**src/design/jsld_pkg.sv**
```systemverilog
package jsld_pkg;

	localparam int QUEUE_DEPTH = 4;

	localparam logic [2:0] KIND_DATA     = 3'd0;
	localparam logic [2:0] KIND_CLOSED   = 3'd1;
	localparam logic [2:0] KIND_NOQUOTE  = 3'd2;
	localparam logic [2:0] KIND_CTRL     = 3'd3;
	localparam logic [2:0] KIND_BADESC   = 3'd4;
	localparam logic [2:0] KIND_BADHEX   = 3'd5;
	localparam logic [2:0] KIND_EOT      = 3'd6;

	typedef struct packed {
		logic [7:0] char_in;
		logic       end_of_text;
	} in_item_t;

	typedef struct packed {
		logic [7:0] data_byte;
		logic [2:0] kind;
		logic       last;
	} out_item_t;

	// One queued command: a single result, or a code point to expand as UTF-8.
	typedef struct packed {
		logic [2:0]  kind;
		logic        utf;
		logic [15:0] code;
	} cmd_t;

endpackage

```
**src/design/json_string_literal_decoder.sv**
```systemverilog
// JSON string literal decoder.
// Input channel char_valid/char_ready/char_item carries one raw text byte per
// transfer (or an end-of-text mark); output channel res_valid/res_ready/res_item
// carries decoded bytes, the string-closed mark and error codes, with last set
// on the final result of each input byte.
// Throughput: one input byte per cycle while the queue is not full. The front
// classifier updates the escape phase and the 16-bit hex accumulator on each
// accepted byte and pushes at most one command into a QUEUE_DEPTH-entry queue.
// The back end expands each command into 1 to 3 results in an output register,
// one per cycle while the receiver keeps up. A \uXXXX escape spans six input
// bytes and yields at most three results, so the back end keeps pace and the
// queue absorbs the bursts. A transfer that yields a command writes it into the
// queue, and the output register then loads it from the queue head when free.
// Reset: phase returns to outside-awaiting-quote, accumulator clears, queue and
// output register empty.
// Receiver stall: hold the output register; the queue fills and char_ready drops
// once it is full, so no result is lost.
module json_string_literal_decoder #(
	parameter int QUEUE_DEPTH = jsld_pkg::QUEUE_DEPTH
) (
	input  logic                clk,
	input  logic                arst_n,
	input  logic                char_valid,
	output logic                char_ready,
	input  jsld_pkg::in_item_t  char_item,
	output logic                res_valid,
	input  logic                res_ready,
	output jsld_pkg::out_item_t res_item
);
	import jsld_pkg::*;

	// front to queue
	logic cmd_valid;
	logic q_not_full;
	cmd_t cmd;
	// queue to back end
	logic head_valid;
	logic head_pop;
	cmd_t head_cmd;

	// Classify each byte; stall the source only when the queue is full.
	jsld_front u_front (
		.clk        (clk),
		.arst_n     (arst_n),
		.char_valid (char_valid),
		.char_ready (char_ready),
		.char_item  (char_item),
		.cmd_valid  (cmd_valid),
		.cmd_ready  (q_not_full),
		.cmd        (cmd)
	);

	// Decouple the classifier from the result expansion.
	jsld_queue #(
		.DEPTH (QUEUE_DEPTH)
	) u_queue (
		.clk        (clk),
		.arst_n     (arst_n),
		.push       (cmd_valid),
		.not_full   (q_not_full),
		.push_cmd   (cmd),
		.head_valid (head_valid),
		.pop        (head_pop),
		.head_cmd   (head_cmd)
	);

	// Expand each command into results; drop it once its last byte is loaded.
	jsld_back u_back (
		.clk        (clk),
		.arst_n     (arst_n),
		.head_valid (head_valid),
		.head_cmd   (head_cmd),
		.pop        (head_pop),
		.res_valid  (res_valid),
		.res_ready  (res_ready),
		.res_item   (res_item)
	);

endmodule

```
**src/design/jsld_front.sv**
```systemverilog
module jsld_front (
	input  logic              clk,
	input  logic              arst_n,
	input  logic              char_valid,
	output logic              char_ready,
	input  jsld_pkg::in_item_t char_item,
	output logic              cmd_valid,
	input  logic              cmd_ready,
	output jsld_pkg::cmd_t    cmd
);
	import jsld_pkg::*;

	localparam logic [2:0] PH_OUTSIDE = 3'd0;
	localparam logic [2:0] PH_STRING  = 3'd1;
	localparam logic [2:0] PH_ESCAPE  = 3'd2;
	localparam logic [2:0] PH_HEX0    = 3'd3;
	localparam logic [2:0] PH_HEX1    = 3'd4;
	localparam logic [2:0] PH_HEX2    = 3'd5;
	localparam logic [2:0] PH_HEX3    = 3'd6;

	logic [2:0]  phase_q, phase_d;
	logic [15:0] code_q, code_d;
	logic [7:0]  c;
	logic        accept;
	logic        hex_ok;
	logic [3:0]  hex_val;
	logic        has_cmd;

	assign c          = char_item.char_in;
	assign char_ready = cmd_ready;
	assign accept     = char_valid && char_ready;
	assign cmd_valid  = accept && has_cmd;

	always_comb begin
		hex_ok  = 1'b1;
		hex_val = 4'd0;
		if (c >= "0" && c <= "9") begin
			hex_val = 4'(c - 8'h30);
		end else if (c >= "a" && c <= "f") begin
			hex_val = 4'(c - 8'h57);
		end else if (c >= "A" && c <= "F") begin
			hex_val = 4'(c - 8'h37);
		end else begin
			hex_ok = 1'b0;
		end
	end

	always_comb begin
		phase_d  = phase_q;
		code_d   = code_q;
		has_cmd  = 1'b0;
		cmd.kind = KIND_DATA;
		cmd.utf  = 1'b0;
		cmd.code = 16'd0;
		if (char_item.end_of_text) begin
			has_cmd  = 1'b1;
			cmd.kind = KIND_EOT;
			phase_d  = PH_OUTSIDE;
		end else begin
			unique case (phase_q)
				PH_STRING: begin
					has_cmd = 1'b1;
					if (c == 8'h22) begin
						cmd.kind = KIND_CLOSED;
						phase_d  = PH_OUTSIDE;
					end else if (c < 8'h20) begin
						cmd.kind = KIND_CTRL;
						phase_d  = PH_OUTSIDE;
					end else if (c == 8'h5c) begin
						has_cmd = 1'b0;
						phase_d = PH_ESCAPE;
					end else begin
						cmd.code = {8'd0, c};
					end
				end
				PH_ESCAPE: begin
					has_cmd = 1'b1;
					phase_d = PH_STRING;
					case (c)
						8'h22, 8'h5c, 8'h2f: cmd.code = {8'd0, c};
						"b": cmd.code = 16'h0008;
						"f": cmd.code = 16'h000c;
						"n": cmd.code = 16'h000a;
						"r": cmd.code = 16'h000d;
						"t": cmd.code = 16'h0009;
						"u": begin
							has_cmd = 1'b0;
							code_d  = 16'd0;
							phase_d = PH_HEX0;
						end
						default: begin
							cmd.kind = KIND_BADESC;
							phase_d  = PH_OUTSIDE;
						end
					endcase
				end
				PH_HEX0, PH_HEX1, PH_HEX2, PH_HEX3: begin
					if (!hex_ok) begin
						has_cmd  = 1'b1;
						cmd.kind = KIND_BADHEX;
						phase_d  = PH_OUTSIDE;
					end else begin
						code_d = {code_q[11:0], hex_val};
						if (phase_q == PH_HEX3) begin
							has_cmd  = 1'b1;
							cmd.utf  = 1'b1;
							cmd.code = code_d;
							phase_d  = PH_STRING;
						end else begin
							phase_d = phase_q + 3'd1;
						end
					end
				end
				default: begin
					// outside, and the unused phase code
					if (c == 8'h22) begin
						phase_d = PH_STRING;
					end else begin
						has_cmd  = 1'b1;
						cmd.kind = KIND_NOQUOTE;
						phase_d  = PH_OUTSIDE;
					end
				end
			endcase
		end
	end

	always_ff @(posedge clk or negedge arst_n) begin
		if (!arst_n) begin
			phase_q <= PH_OUTSIDE;
			code_q  <= 16'd0;
		end else if (accept) begin
			phase_q <= phase_d;
			code_q  <= code_d;
		end
	end

endmodule

```
**src/design/jsld_queue.sv**
```systemverilog
module jsld_queue #(
	parameter int DEPTH = jsld_pkg::QUEUE_DEPTH
) (
	input  logic           clk,
	input  logic           arst_n,
	input  logic           push,
	output logic           not_full,
	input  jsld_pkg::cmd_t push_cmd,
	output logic           head_valid,
	input  logic           pop,
	output jsld_pkg::cmd_t head_cmd
);
	import jsld_pkg::*;

	localparam int PW = (DEPTH > 1) ? $clog2(DEPTH) : 1;
	localparam int CW = $clog2(DEPTH + 1);
	localparam logic [CW-1:0] FULL_COUNT = CW'(DEPTH);
	localparam logic [PW-1:0] LAST_PTR   = PW'(DEPTH - 1);

	cmd_t          slot_q [DEPTH];
	logic [PW-1:0] wr_ptr_q, rd_ptr_q;
	logic [CW-1:0] count_q;
	logic          do_push, do_pop;

	assign not_full   = (count_q != FULL_COUNT);
	assign head_valid = (count_q != '0);
	assign head_cmd   = slot_q[rd_ptr_q];
	assign do_push    = push && not_full;
	assign do_pop     = pop && head_valid;

	always_ff @(posedge clk) begin
		if (do_push) begin
			slot_q[wr_ptr_q] <= push_cmd;
		end
	end

	always_ff @(posedge clk or negedge arst_n) begin
		if (!arst_n) begin
			wr_ptr_q <= '0;
			rd_ptr_q <= '0;
			count_q  <= '0;
		end else begin
			if (do_push) begin
				wr_ptr_q <= (wr_ptr_q == LAST_PTR) ? '0 : wr_ptr_q + PW'(1);
			end
			if (do_pop) begin
				rd_ptr_q <= (rd_ptr_q == LAST_PTR) ? '0 : rd_ptr_q + PW'(1);
			end
			if (do_push && !do_pop) begin
				count_q <= count_q + CW'(1);
			end else if (do_pop && !do_push) begin
				count_q <= count_q - CW'(1);
			end
		end
	end

`ifndef SYNTHESIS
	a_count_bound: assert property (@(posedge clk) disable iff (!arst_n)
		count_q <= FULL_COUNT)
		else $error("queue count above depth");
	a_no_push_full: assert property (@(posedge clk) disable iff (!arst_n)
		push |-> not_full)
		else $error("push into full queue");
	a_count_up: assert property (@(posedge clk) disable iff (!arst_n)
		do_push && !do_pop |=> count_q == $past(count_q) + CW'(1))
		else $error("queue count did not advance on push");
`endif

endmodule

```
**src/design/jsld_back.sv**
```systemverilog
module jsld_back (
	input  logic                clk,
	input  logic                arst_n,
	input  logic                head_valid,
	input  jsld_pkg::cmd_t      head_cmd,
	output logic                pop,
	output logic                res_valid,
	input  logic                res_ready,
	output jsld_pkg::out_item_t res_item
);
	import jsld_pkg::*;

	logic [1:0] idx_q;
	logic [1:0] len;
	logic       is_last;
	logic       load;
	logic [7:0] byte_sel;
	logic       res_valid_q;
	out_item_t  res_q;

	always_comb begin
		if (!head_cmd.utf || head_cmd.code <= 16'h007f) begin
			len = 2'd1;
		end else if (head_cmd.code <= 16'h07ff) begin
			len = 2'd2;
		end else begin
			len = 2'd3;
		end
	end

	always_comb begin
		unique case ({len, idx_q})
			{2'd2, 2'd0}: byte_sel = 8'hc0 | {3'd0, head_cmd.code[10:6]};
			{2'd2, 2'd1}: byte_sel = 8'h80 | {2'd0, head_cmd.code[5:0]};
			{2'd3, 2'd0}: byte_sel = 8'he0 | {4'd0, head_cmd.code[15:12]};
			{2'd3, 2'd1}: byte_sel = 8'h80 | {2'd0, head_cmd.code[11:6]};
			{2'd3, 2'd2}: byte_sel = 8'h80 | {2'd0, head_cmd.code[5:0]};
			default:      byte_sel = head_cmd.code[7:0];
		endcase
	end

	assign is_last   = (idx_q == len - 2'd1);
	assign load      = head_valid && (!res_valid_q || res_ready);
	assign pop       = load && is_last;
	assign res_valid = res_valid_q;
	assign res_item  = res_q;

	always_ff @(posedge clk or negedge arst_n) begin
		if (!arst_n) begin
			idx_q       <= 2'd0;
			res_valid_q <= 1'b0;
		end else begin
			if (load) begin
				idx_q       <= is_last ? 2'd0 : idx_q + 2'd1;
				res_valid_q <= 1'b1;
			end else if (res_ready) begin
				res_valid_q <= 1'b0;
			end
		end
	end

	always_ff @(posedge clk) begin
		if (load) begin
			res_q.data_byte <= byte_sel;
			res_q.kind      <= head_cmd.kind;
			res_q.last      <= is_last;
		end
	end

`ifndef SYNTHESIS
	a_error_clean: assert property (@(posedge clk) disable iff (!arst_n)
		res_valid && res_item.kind != KIND_DATA |-> res_item.data_byte == 8'd0 && res_item.last)
		else $error("non-data result with payload or without last");
	a_mid_holds_head: assert property (@(posedge clk) disable iff (!arst_n)
		idx_q != 2'd0 |-> head_valid && head_cmd.utf)
		else $error("expansion in progress without a UTF-8 head");
	a_idx_bound: assert property (@(posedge clk) disable iff (!arst_n)
		idx_q != 2'd3)
		else $error("byte index past three");
`endif

endmodule

```
**config.mk**
```make
export PLATFORM = sky130hd
export DESIGN_NAME = json_string_literal_decoder
export DESIGN_NICKNAME = d
export VERILOG_FILES = /design/src/design/jsld_pkg.sv /design/src/design/json_string_literal_decoder.sv /design/src/design/jsld_front.sv /design/src/design/jsld_queue.sv /design/src/design/jsld_back.sv
export SDC_FILE = /design/constraint.sdc
export NUM_CORES = 1
export LEC_CHECK = 0
export BUFFER_PORTS_ARGS = -buffer_cell sky130_fd_sc_hd__buf_2
export CORE_UTILIZATION = 30
export DETAILED_ROUTE_END_ITERATION = 7
export GPL_TIMING_DRIVEN = 0
export MAX_ROUTING_LAYER = met4
export PLACE_DENSITY = 0.42
export SLEW_MARGIN = 20
export SYNTH_ARGS = -nofsm -noshare
export SYNTH_HDL_FRONTEND = slang
export SYNTH_SLANG_ARGS = --single-unit
```
**constraint.sdc**
```tcl
create_clock -name clk -period 5 [get_ports clk]
set_input_delay 0.25 -clock clk [delete_from_list [all_inputs] [get_ports clk]]
set_output_delay 0.25 -clock clk [all_outputs]
set_load 0.05 [all_outputs]
```
==> results of run 1 <==
## per-stage QoR
step	cells	power, mW	worst slack (ns)	area [µm²]	hold slack [ns]
after global routing	711	4.02	0.678	6640	0.0538
final	711	3.81	0.924	6640	0.0470
after global placement	678	2.67	0.861	6040	0.289
after CTS	711	3.86	0.880	6640	0.0346
after detailed placement	678	2.68	0.905	6060	0.295
after floorplan	424	2.33	1.55	5630	-0.0456
## flip-flops by register name, summed over array words and instances (netlist names)
register / flops
u_queue.slot_q: 80
u_back.res_item: 12
u_front.code_q: 12
u_front.phase_q: 3
u_queue.count_q: 3
u_back.idx_q: 2
u_queue.rd_ptr_q: 2
u_queue.wr_ptr_q: 2
u_back.res_valid: 1
## how the worst max path moves through the flow
stage | from | end | slack [ns] | cells after the start
after floorplan | u_queue.rd_ptr_q[0] | u_queue.count_q[2] | 1.55 | 14
after global placement | char_item[1] | u_queue.slot_q[0][2] | 0.86 | 10
after detailed placement | u_queue.rd_ptr_q[1] | u_queue.count_q[2] | 0.91 | 13
after CTS | u_queue.rd_ptr_q[1] | u_queue.count_q[2] | 0.88 | 13
after global routing | u_queue.rd_ptr_q[1] | u_queue.count_q[2] | 0.68 | 13
final | u_queue.rd_ptr_q[1] | u_queue.count_q[2] | 0.92 | 13
## per-layer routing
metal	global-route usage (%)	part of all wire, %	wire length [µm]
met1	17.7	47	6040
met5	-	0	0
met2	23.7	49	6390
met4	4.62	1.7	215
met3	3.59	2.5	322
## critical path: cells and delay by family (launching register included)
kind                     cells  cell delay [ns]
AND/OR/NAND/NOR              5             1.43
buffers and inverters        3             0.66
adder cells (fa/ha/maj)      2             0.64
flip-flops                   1             0.52
multiplexers                 1             0.43
XOR/XNOR                     2             0.31
## cell families (layout without fill, tap and decap cells)
kind of cell             count (synthesis)  after routing
XOR/XNOR                                 6              6
AO/OA/AOI/OAI                           90             90
adder cells (fa/ha/maj)                 14             14
buffers and inverters                   41             99
flip-flops                             117            117
AND/OR/NAND/NOR                        128            128
multiplexers                            28             28
## report_power, final
part / total (mW) / switching [mW] / internal (mW)
sequential: 1.38 / 0.0754 / 1.31
clock: 1.17 / 0.397 / 0.775
combinational: 1.26 / 0.790 / 0.465
## cell usage in the layout (no fill, tap or decap), types with 3 or more instances in the layout
master	count
xnor2_1	4
a31oi_1	7
bufinv_16	3
mux4_1	9
a32o_1	4
o21bai_1	4
a22oi_1	6
buf_2	25
ha_1	13
nand3_1	6
inv_1	23
nor3_1	6
a21o_1	3
edfxtp_1	92
a21oi_1	14
nand2_1	47
clkinv_2	4
mux2_2	4
o22ai_1	7
and2_2	4
or3_1	3
nor2_1	17
clkbuf_1	18
nor2b_1	5
dfrtp_1	25
and2_1	13
clkbuf_16	17
mux4_2	11
nor4_1	3
o21ai_0	25
o31ai_1	6
## layout make-up
| class | count | area (µm²) |
|---|---|---|
| fillers | 1772 | 11500 |
| flip-flops and latches | 117 | 3390 |
| multi-input cells | 266 | 2080 |
| clock buffers | 21 | 440 |
| well taps | 229 | 287 |
| repair buffers | 26 | 135 |
| clock inverters | 11 | 134 |
| inverters | 24 | 90.1 |
| plain buffers | 17 | 82.6 |
==> results.toml, run 1 <==
[sta]
timing.fmax_mhz = 245
slew_headroom_pct = 43.0
finClkSkew_ns = 0.00707
drv_slew = 0
hold_viol = 0
grt_setup_unrepaired = "no"
layout_min_cycle_time_ns = 4.08
setup_viol = 0
worst_pin_slew_ns = 0.855
setup_tns_ns = 0
finalCritPeriodShare_pct = 81.5

[run_status]
violations = "design-rule violations"
status = "finished with violations"

[final_layout]
num_antenna_cells = 0
area_delta_synth_final_pct = 18.0
drive_gt1_share_pct = 17.6
finalNetCount = 496
utilization_pct = 36.6

[yosys]
ys_seq_area_share_pct = 60.2
synth_top_area_share_pct = 49.1
muxShareOfSynthArea_pct = 10.3
synth_edf_count = 92
syn_avg_cell_area_um2 = 13.3
synth_xor_area_share_pct = 0.934
yosysMostFrequentCell = "edfxtp_1"
syn_inst = 424
synth-seq-cells = 117
synth_cell_types = 61
synth_area_leaders = "edfxtp_1, dfrtp_1, mux4_2"
synth_adder_area_share_pct = 3.25
synth_compound_area_share_pct = 10.3
synthesis.nets = 451
netlist_area_um2 = 5630
synth_top_family_by_area = "simple AND/OR/NAND/NOR gates"
synth_top_cell_by_area = "edfxtp_1"
synth_flop_cell = "edfxtp_1"
async_flop_share_pct = 21.4
yosys.area_share.simple_pct = 11.9
yosysWarnings = 0
yosys-top-cells-count = "edfxtp_1, nand2_1, dfrtp_1, o21ai_0, inv_1"

[power]
vdd_drop_max_v = 0.000240
power_density_nw_per_um2 = 574
leakagePower_nw = 2.42

[min_path]
min_path_type = "in2reg"
min_path_cells = 2
min_to = "u_back.res_valid"
hold_path_startpoint = "res_ready"

[placement]
port_buffers = 25
place.gp.congestion = 0.869
hpwl_um = 9060

[clocking]
cts_resized = 0
h-tree-depth = 4
holdBufCountCts = 1
clkTransAtPathRegs_ns = 0.05
cts_tree = "done"
numCtsBuffers = 17
clock_latency_ns = 0.40
clockRootBuffer = "clkbuf_16"
clk_path_buf_depth = 2
cts_setup_buffers = 0
clock_sinks = 117

[critical_path]
worst_setup_path_start_kind = "flop"
critPathMaxFanout = 10
cpPeakStageDelay_ns = 0.60
crit_type = "reg2reg"
r2r_start = "u_queue.rd_ptr_q[1]"
r2r_cells = 13
cp_common_cell = "xor2_1"
r2r_end = "u_queue.count_q[2]"
crit_path_top_delay_cell = "or4_4"
crit_path_cell_trace = "clkbuf_1, mux4_1, or4_4, nor4b_1, nor4_2, inv_2, nand2_4, ha_1, inv_1, fa_1, xor2_1, nor2_1, xor2_1"
worstPathRequired_ns = 5.32
r2r_setup_slack_ns = 0.92
worstPathArrival_ns = 4.40
worstSetupEndpointType = "flop"

[floorplanning]
io_pins = 27
die_area_um2 = 19300
die_w_um = 139
fp.dieH_um = 139
row_count = 49
start_util_pct = 31.0
coreArea_um2 = 18100

[drt]
drt-total-wl_um = 13000
drc = 3
drtIter0Drc = 236
viasPerCell = 5.09
drtPass1Iterations = 8
ant_nets = 0
wl_per_cell_um = 18.2
num_vias = 3617

[flow_run]
drv_cap = 0

[global_routing]
grt.overflow.total = 0
track_usage_pct = 14.5
grt_pass1_vias = 3601
antenna_found_initial = 0
grt_max_degree = 26
grt_pass1_wl_um = 20400
No activity file was read; power rests on OpenSTA's default activity.
==> inputs of run 2 (changes only) <==
--- a/config.mk
+++ b/config.mk
@@ -10,7 +10,7 @@
 export DETAILED_ROUTE_END_ITERATION = 7
 export GPL_TIMING_DRIVEN = 0
 export MAX_ROUTING_LAYER = met4
-export PLACE_DENSITY = 0.42
+export PLACE_DENSITY = 0.43
 export SLEW_MARGIN = 20
 export SYNTH_ARGS = -nofsm -noshare
 export SYNTH_HDL_FRONTEND = slang
==> constraint.sdc (replaced) <==
create_clock -name clk -period 3.6 [get_ports clk]
set_input_delay 0.18 -clock clk [delete_from_list [all_inputs] [get_ports clk]]
set_output_delay 0.18 -clock clk [all_outputs]
set_load 0.05 [all_outputs]
==> run 2 against run 1 <==
The run now ends clean. Register-to-register slack got worse by 0.86 ns. Sequential share of layout area fell by 1.2 points. Critical path type unchanged. Power rose by 43%. Sequential power rose by 39%. Die area did not move. Critical endpoint unchanged. Final cell count rose by 2.5%. Critical path depth rose by 1. Worst setup slack got worse by 0.86 ns. Hold slack improved by 0.15 ns. Via count rose by 0.64%. Largest cell class unchanged.
==> results.toml, run 2 (synthesis results as in run 1) <==
[run_status]
status = "finished, final reports clean"

[power]
seqPwrFrac_pct = 35.2
power_frac_clock_pct = 28.7
intPower_mw = 3.63
share_comb_of_total_power_pct = 36.1
vdd_drop_max_v = 0.000322
switching_power_mw = 1.82
swShare_pct = 33.4
leakagePower_nw = 2.49
power_density_nw_per_um2 = 801

[critical_path]
path_buf_inv = 4
crit_path_cell_trace = "buf_6, buf_12, mux4_2, or4_4, o2111a_1, nor4_4, inv_2, nand2_4, ha_4, inv_1, fa_1, xor2_1, nor2_1, xor2_1"
cp_common_cell = "xor2_1"
worstPathArrival_ns = 3.86
worstSetupEndpointType = "flop"
cpPeakStageDelay_ns = 0.60
crit_path_top_delay_cell = "or4_4"
path_delay_family = "simple AND/OR/NAND/NOR gates"
crit_type = "reg2reg"
critPathMaxFanout = 7
worstPathRequired_ns = 3.93
worst_setup_path_start_kind = "flop"

[floorplanning]
start_util_pct = 31.0
coreArea_um2 = 18100
die_w_um = 139
row_count = 49
io_pins = 27
die_area_um2 = 19300
fp.dieH_um = 139

[final_layout]
fill_cells = 1784
area_delta_synth_final_pct = 20.8
num_antenna_cells = 0
utilization_pct = 37.5
drive_gt1_share_pct = 22.8
layout_commonest_cell = "edfxtp_1"
fin_area_um2 = 6800
stdcell_count = 729
final_cell_mix = "edfxtp_1, nand2_1, o21ai_0, buf_2, dfrtp_1"
finalNetCount = 515
largest_register_ffs = 80
regMostFlops = "u_queue.slot_q"

[clocking]
clock_sinks = 117
cts_tree = "done"
clockRootBuffer = "clkbuf_16"
clk_path_buf_depth = 2
clkTransAtPathRegs_ns = 0.05
h-tree-depth = 4
numCtsBuffers = 17
clock_latency_ns = 0.41

[min_path]
min_path_type = "in2reg"

[sta]
finClkSkew_ns = 0.00971
finalCritPeriodShare_pct = 98.2
layout_min_cycle_time_ns = 3.53
hold_viol = 0
drv_slew = 0
fin_ws_ns = 0.0655
setup_tns_ns = 0
slew_headroom_pct = 41.2
worst_pin_slew_ns = 0.881
timing.fmax_mhz = 283
grt_setup_unrepaired = "yes"
setup_viol = 0

[placement]
dpl_worst_slack_ns = -0.417
place.gp.congestion = 0.892
placedCellCount = 678
hpwl_um = 8910
dpl_cell_area_um2 = 6060
port_buffers = 25

[global_routing]
grt_pass1_vias = 3804
track_usage_pct = 14.7
antenna_found_initial = 0
grt_pass1_wl_um = 20600
grt.overflow.total = 0
grt_max_degree = 26

[drt]
drt-total-wl_um = 12900
wl_per_cell_um = 17.7
num_vias = 3640
drtPass1Iterations = 6
drc = 0
ant_nets = 0
viasPerCell = 4.99
drtIter0Drc = 190

[flow_run]
drv_cap = 0
-- run 2: cell types whose count changed in the layout (fill, tap and decap cells not counted), sizes merged --
cell         previous run  this run
clkinvlp                1         2
dlygate4sd3             1         2
clkinv                  7         9
bufinv                  3         2
buf                    28        46
clkbuf                 35        32
-- run 2: cell type report --
class | instances | area (µm²) | area share, %
Buffer | 17 | 91.3 | 1.34
Clock buffer | 18 | 429 | 6.31
Clock inverter | 13 | 116 | 1.71
Inverter | 24 | 90.1 | 1.32
Multi-Input combinational cell | 266 | 2120 | 31.1
Sequential cell | 117 | 3390 | 49.8
Tap cell | 229 | 287 | 4.21
Timing Repair Buffer | 45 | 280 | 4.12
-- run 2: what timing repair did --
action / CTS / global route
buffers inserted: 12 / 6
hold endpoints to repair: 26 / 0
pin swaps: 4 / 3
endpoints found under the setup margin: 2 / 2
hold buffers: 2 / 0
gates cloned: 0 / 0
resized for setup: 11 / 4
-- run 2: final timing paths --
check,slack (ns),end,from,cells past startpoint
worst max-delay path,0.07,u_queue.count_q[2],u_queue.rd_ptr_q[0],14
worst min-delay path,0.19,u_front.phase_q[2],char_item[0],3
worst max register to register,0.07,u_queue.count_q[2],u_queue.rd_ptr_q[0],14
worst min register to register,0.48,u_front.code_q[9],u_front.code_q[9],2
max in group asynchronous,2.82,u_queue.rd_ptr_q[1],arst_n,2
min in group asynchronous,0.32,u_back.idx_q[1],arst_n,2
-- run 2: stage by stage --
stage	power [mW]	hold slack, ns
floorplan	3.23	-0.116
global placement	3.68	0.233
detailed placement	3.71	0.238
finish	5.45	0.194
global route	5.74	0.216
CTS	5.45	0.170
-- run 2: power by group through the flow --
stage	clock network (mW)	registers, mW	logic (mW)
floorplan	0	2.17	1.06
CTS	1.60	1.93	1.93
detailed placement	0	1.95	1.76
global placement	0	1.94	1.74
finish	1.56	1.92	1.97
global route	1.66	1.95	2.14
-- run 2: worst min-delay path, stage by stage --
cell	delay (ns)
buf_2	0.18
or4_1	0.13
o21ai_0	0.06
-- run 2: per-layer routing --
metal  up-vias  GRT usage [%]  share of wire [%]
li1       1742              -                  -
met1      1830           18.3                 47
met2        54           22.9                 47
met3        14           3.59                3.7
met4         0           5.85                1.5
met5         -              -                  0
==> inputs of run 3 (changes only) <==
--- a/config.mk
+++ b/config.mk
@@ -5,6 +5,7 @@
 export SDC_FILE = /design/constraint.sdc
 export NUM_CORES = 1
 export LEC_CHECK = 0
+export ABC_AREA = 1
 export BUFFER_PORTS_ARGS = -buffer_cell sky130_fd_sc_hd__buf_2
 export CORE_UTILIZATION = 30
 export DETAILED_ROUTE_END_ITERATION = 7
==> run 3 against run 2 <==
First-iteration DRC count up 5.3%. Clock-buffer cell count up 5. Sequential share of layout area down 1.4 points. Flip-flop and latch count unchanged. Global-route usage up 0.96 points. Register-to-register slack better by 0.63 ns. Combinational power up 2%. Cell area up 2.9%. Synthesized cell count up 44%. Utilization down 0.42 points. Via count up 13%. Hold slack worse by 0.0069 ns. Critical path type unchanged.
==> results.toml, run 3 <==
[drt]
drtIter0Drc = 200
wl_per_cell_um = 14.8
drc = 0
viasPerCell = 4.42
drt-total-wl_um = 13800
num_vias = 4113
ant_nets = 0
drtPass1Iterations = 4

[placement]
dpl_worst_slack_ns = 0.664
place.gp.congestion = 0.875
hpwl_um = 9790
placedCellCount = 896
port_buffers = 26
dpl_cell_area_um2 = 6330

[critical_path]
worstPathRequired_ns = 3.89
worstSetupEndpointType = "flop"
critPathMaxFanout = 7
crit_type = "reg2reg"
worst_setup_path_start_kind = "flop"
worstPathArrival_ns = 3.20

[floorplanning]
die_w_um = 141
die_area_um2 = 20000
fp.dieH_um = 141
row_count = 50
coreArea_um2 = 18900
start_util_pct = 30.8
io_pins = 27

[yosys]
synth_top_cell_by_area = "edfxtp_1"
ys_seq_area_share_pct = 58.1
syn_avg_cell_area_um2 = 9.57
synthesis.nets = 636
synth_area_leaders = "edfxtp_1, nand2_1, dfrtp_1"
synth-seq-cells = 117
async_flop_share_pct = 21.4
yosysWarnings = 0
syn_inst = 609
yosysMostFrequentCell = "nand2_1"
netlist_area_um2 = 5830
synth_edf_count = 92
yosys-top-cells-count = "nand2_1, edfxtp_1, nor2_1"
synth_cell_types = 37
synth_flop_cell = "edfxtp_1"
synth_top_area_share_pct = 47.4

[min_path]
min_path_type = "in2reg"

[clocking]
numCtsBuffers = 17
clk_path_buf_depth = 2
cts_tree = "done"
clkTransAtPathRegs_ns = 0.05
clock_sinks = 117
clockRootBuffer = "clkbuf_16"
clock_latency_ns = 0.41
h-tree-depth = 4

[flow_run]
drv_cap = 0

[global_routing]
track_usage_pct = 15.6
met1_usage_pct = 19.6
use_met3_pct = 3.51
grt_pass1_wl_um = 22400
grt-busiest-layer = "met2"
use_met2_pct = 24.9
grt_pass1_vias = 4130
grt.overflow.total = 0
antenna_found_initial = 0
grt_max_degree = 26

[final_layout]
largest_register_ffs = 80
layout_commonest_cell = "nand2_1"
area_delta_synth_final_pct = 20.1
fin_area_um2 = 7000
drive_gt1_share_pct = 18.1
final_cell_mix = "nand2_1, edfxtp_1, nor2_1"
num_antenna_cells = 0
regMostFlops = "u_queue.slot_q"
finalNetCount = 684
stdcell_count = 930
utilization_pct = 37.1

[sta]
hold_viol = 0
timing.fmax_mhz = 344
worst_pin_slew_ns = 0.728
grt_setup_unrepaired = "no"
layout_min_cycle_time_ns = 2.91
finalCritPeriodShare_pct = 80.8
hold-worst-slack_ns = 0.187
slew_headroom_pct = 51.3
setup_viol = 0
finClkSkew_ns = 0.00675
drv_slew = 0
fin_ws_ns = 0.691
setup_tns_ns = 0

[power]
vdd_drop_max_v = 0.000288
leakagePower_nw = 2.95
power_density_nw_per_um2 = 822
power.total_mw = 5.75

[run_status]
status = "finished, final reports clean"
==> run 3: layer usage <==
metal,routed length (µm),vias to the layer above
li1,-,2132
met1,6540,1886
met2,6440,78
met3,605,17
met4,190,0
met5,0,-
==> run 3: cell families (layout without fill, tap and decap cells) <==
family / after synthesis / after routing / share of synthesized area, %
adders and majority gates: 14 / 14 / 3.13
xor gates and xnor gates: 3 / 3 / 0.451
and+or+nand+nor: 322 / 322 / 24.8
buffers and inverters: 83 / 144 / 6.29
AOI/OAI and AO/OA: 70 / 70 / 7.15
DFF: 117 / 117 / 58.1
==> run 3: layout make-up <==
| type | count | area [µm²] |
|---|---|---|
| Sequential cell | 117 | 3390 |
| Tap cell | 260 | 325 |
| Multi-Input combinational cell | 409 | 2110 |
| Inverter | 68 | 263 |
| Clock buffer | 23 | 478 |
| Clock inverter | 9 | 173 |
| Fill cell | 1939 | 11900 |
| Buffer | 15 | 104 |
| Timing Repair Buffer | 29 | 161 |
==> run 3: power by group <==
part | internal (mW) | switching [mW] | total, mW
Combinational | 0.565 | 1.45 | 2.01
Clock | 1.28 | 0.561 | 1.84
Sequential | 1.81 | 0.0925 | 1.90
Total | 3.65 | 2.10 | 5.75
==> run 3: repair_timing <==
| item | 4_1_cts | 5_1_grt |
|---|---|---|
| setup buffers | 0 | 0 |
| hold endpoints to repair | 26 | 0 |
| hold buffers | 2 | 0 |
| gates resized for setup | 0 | 0 |
==> run 3: critical path, stage by stage, from the launching register on <==
cell and delay [ns]:
dfrtp_1 0.46, inv_2 0.10, o21ai_4 0.27, nand3_1 0.17, a21oi_1 0.20, nor2_1 0.09
nand3_2 0.12, nand2_2 0.17, inv_1 0.14, ha_1 0.15, inv_1 0.07, fa_1 0.43
a21oi_1 0.14, o21ai_0 0.11, xor2_1 0.15
==> run 3: worst paths after layout <==
kind                               startpoint                  to  slack, ns  depth (start not counted)
setup / recovery           u_front.phase_q[0]  u_queue.count_q[2]       0.69                         14
hold / removal                   char_item[0]  u_front.phase_q[0]       0.19                          4
setup reg to reg           u_front.phase_q[0]  u_queue.count_q[2]       0.69                         14
hold reg to reg             u_front.code_q[6]   u_front.code_q[6]       0.47                          2
max in group asynchronous              arst_n   u_front.code_q[0]       2.77                          2
min in group asynchronous              arst_n     u_back.idx_q[1]       0.37                          2
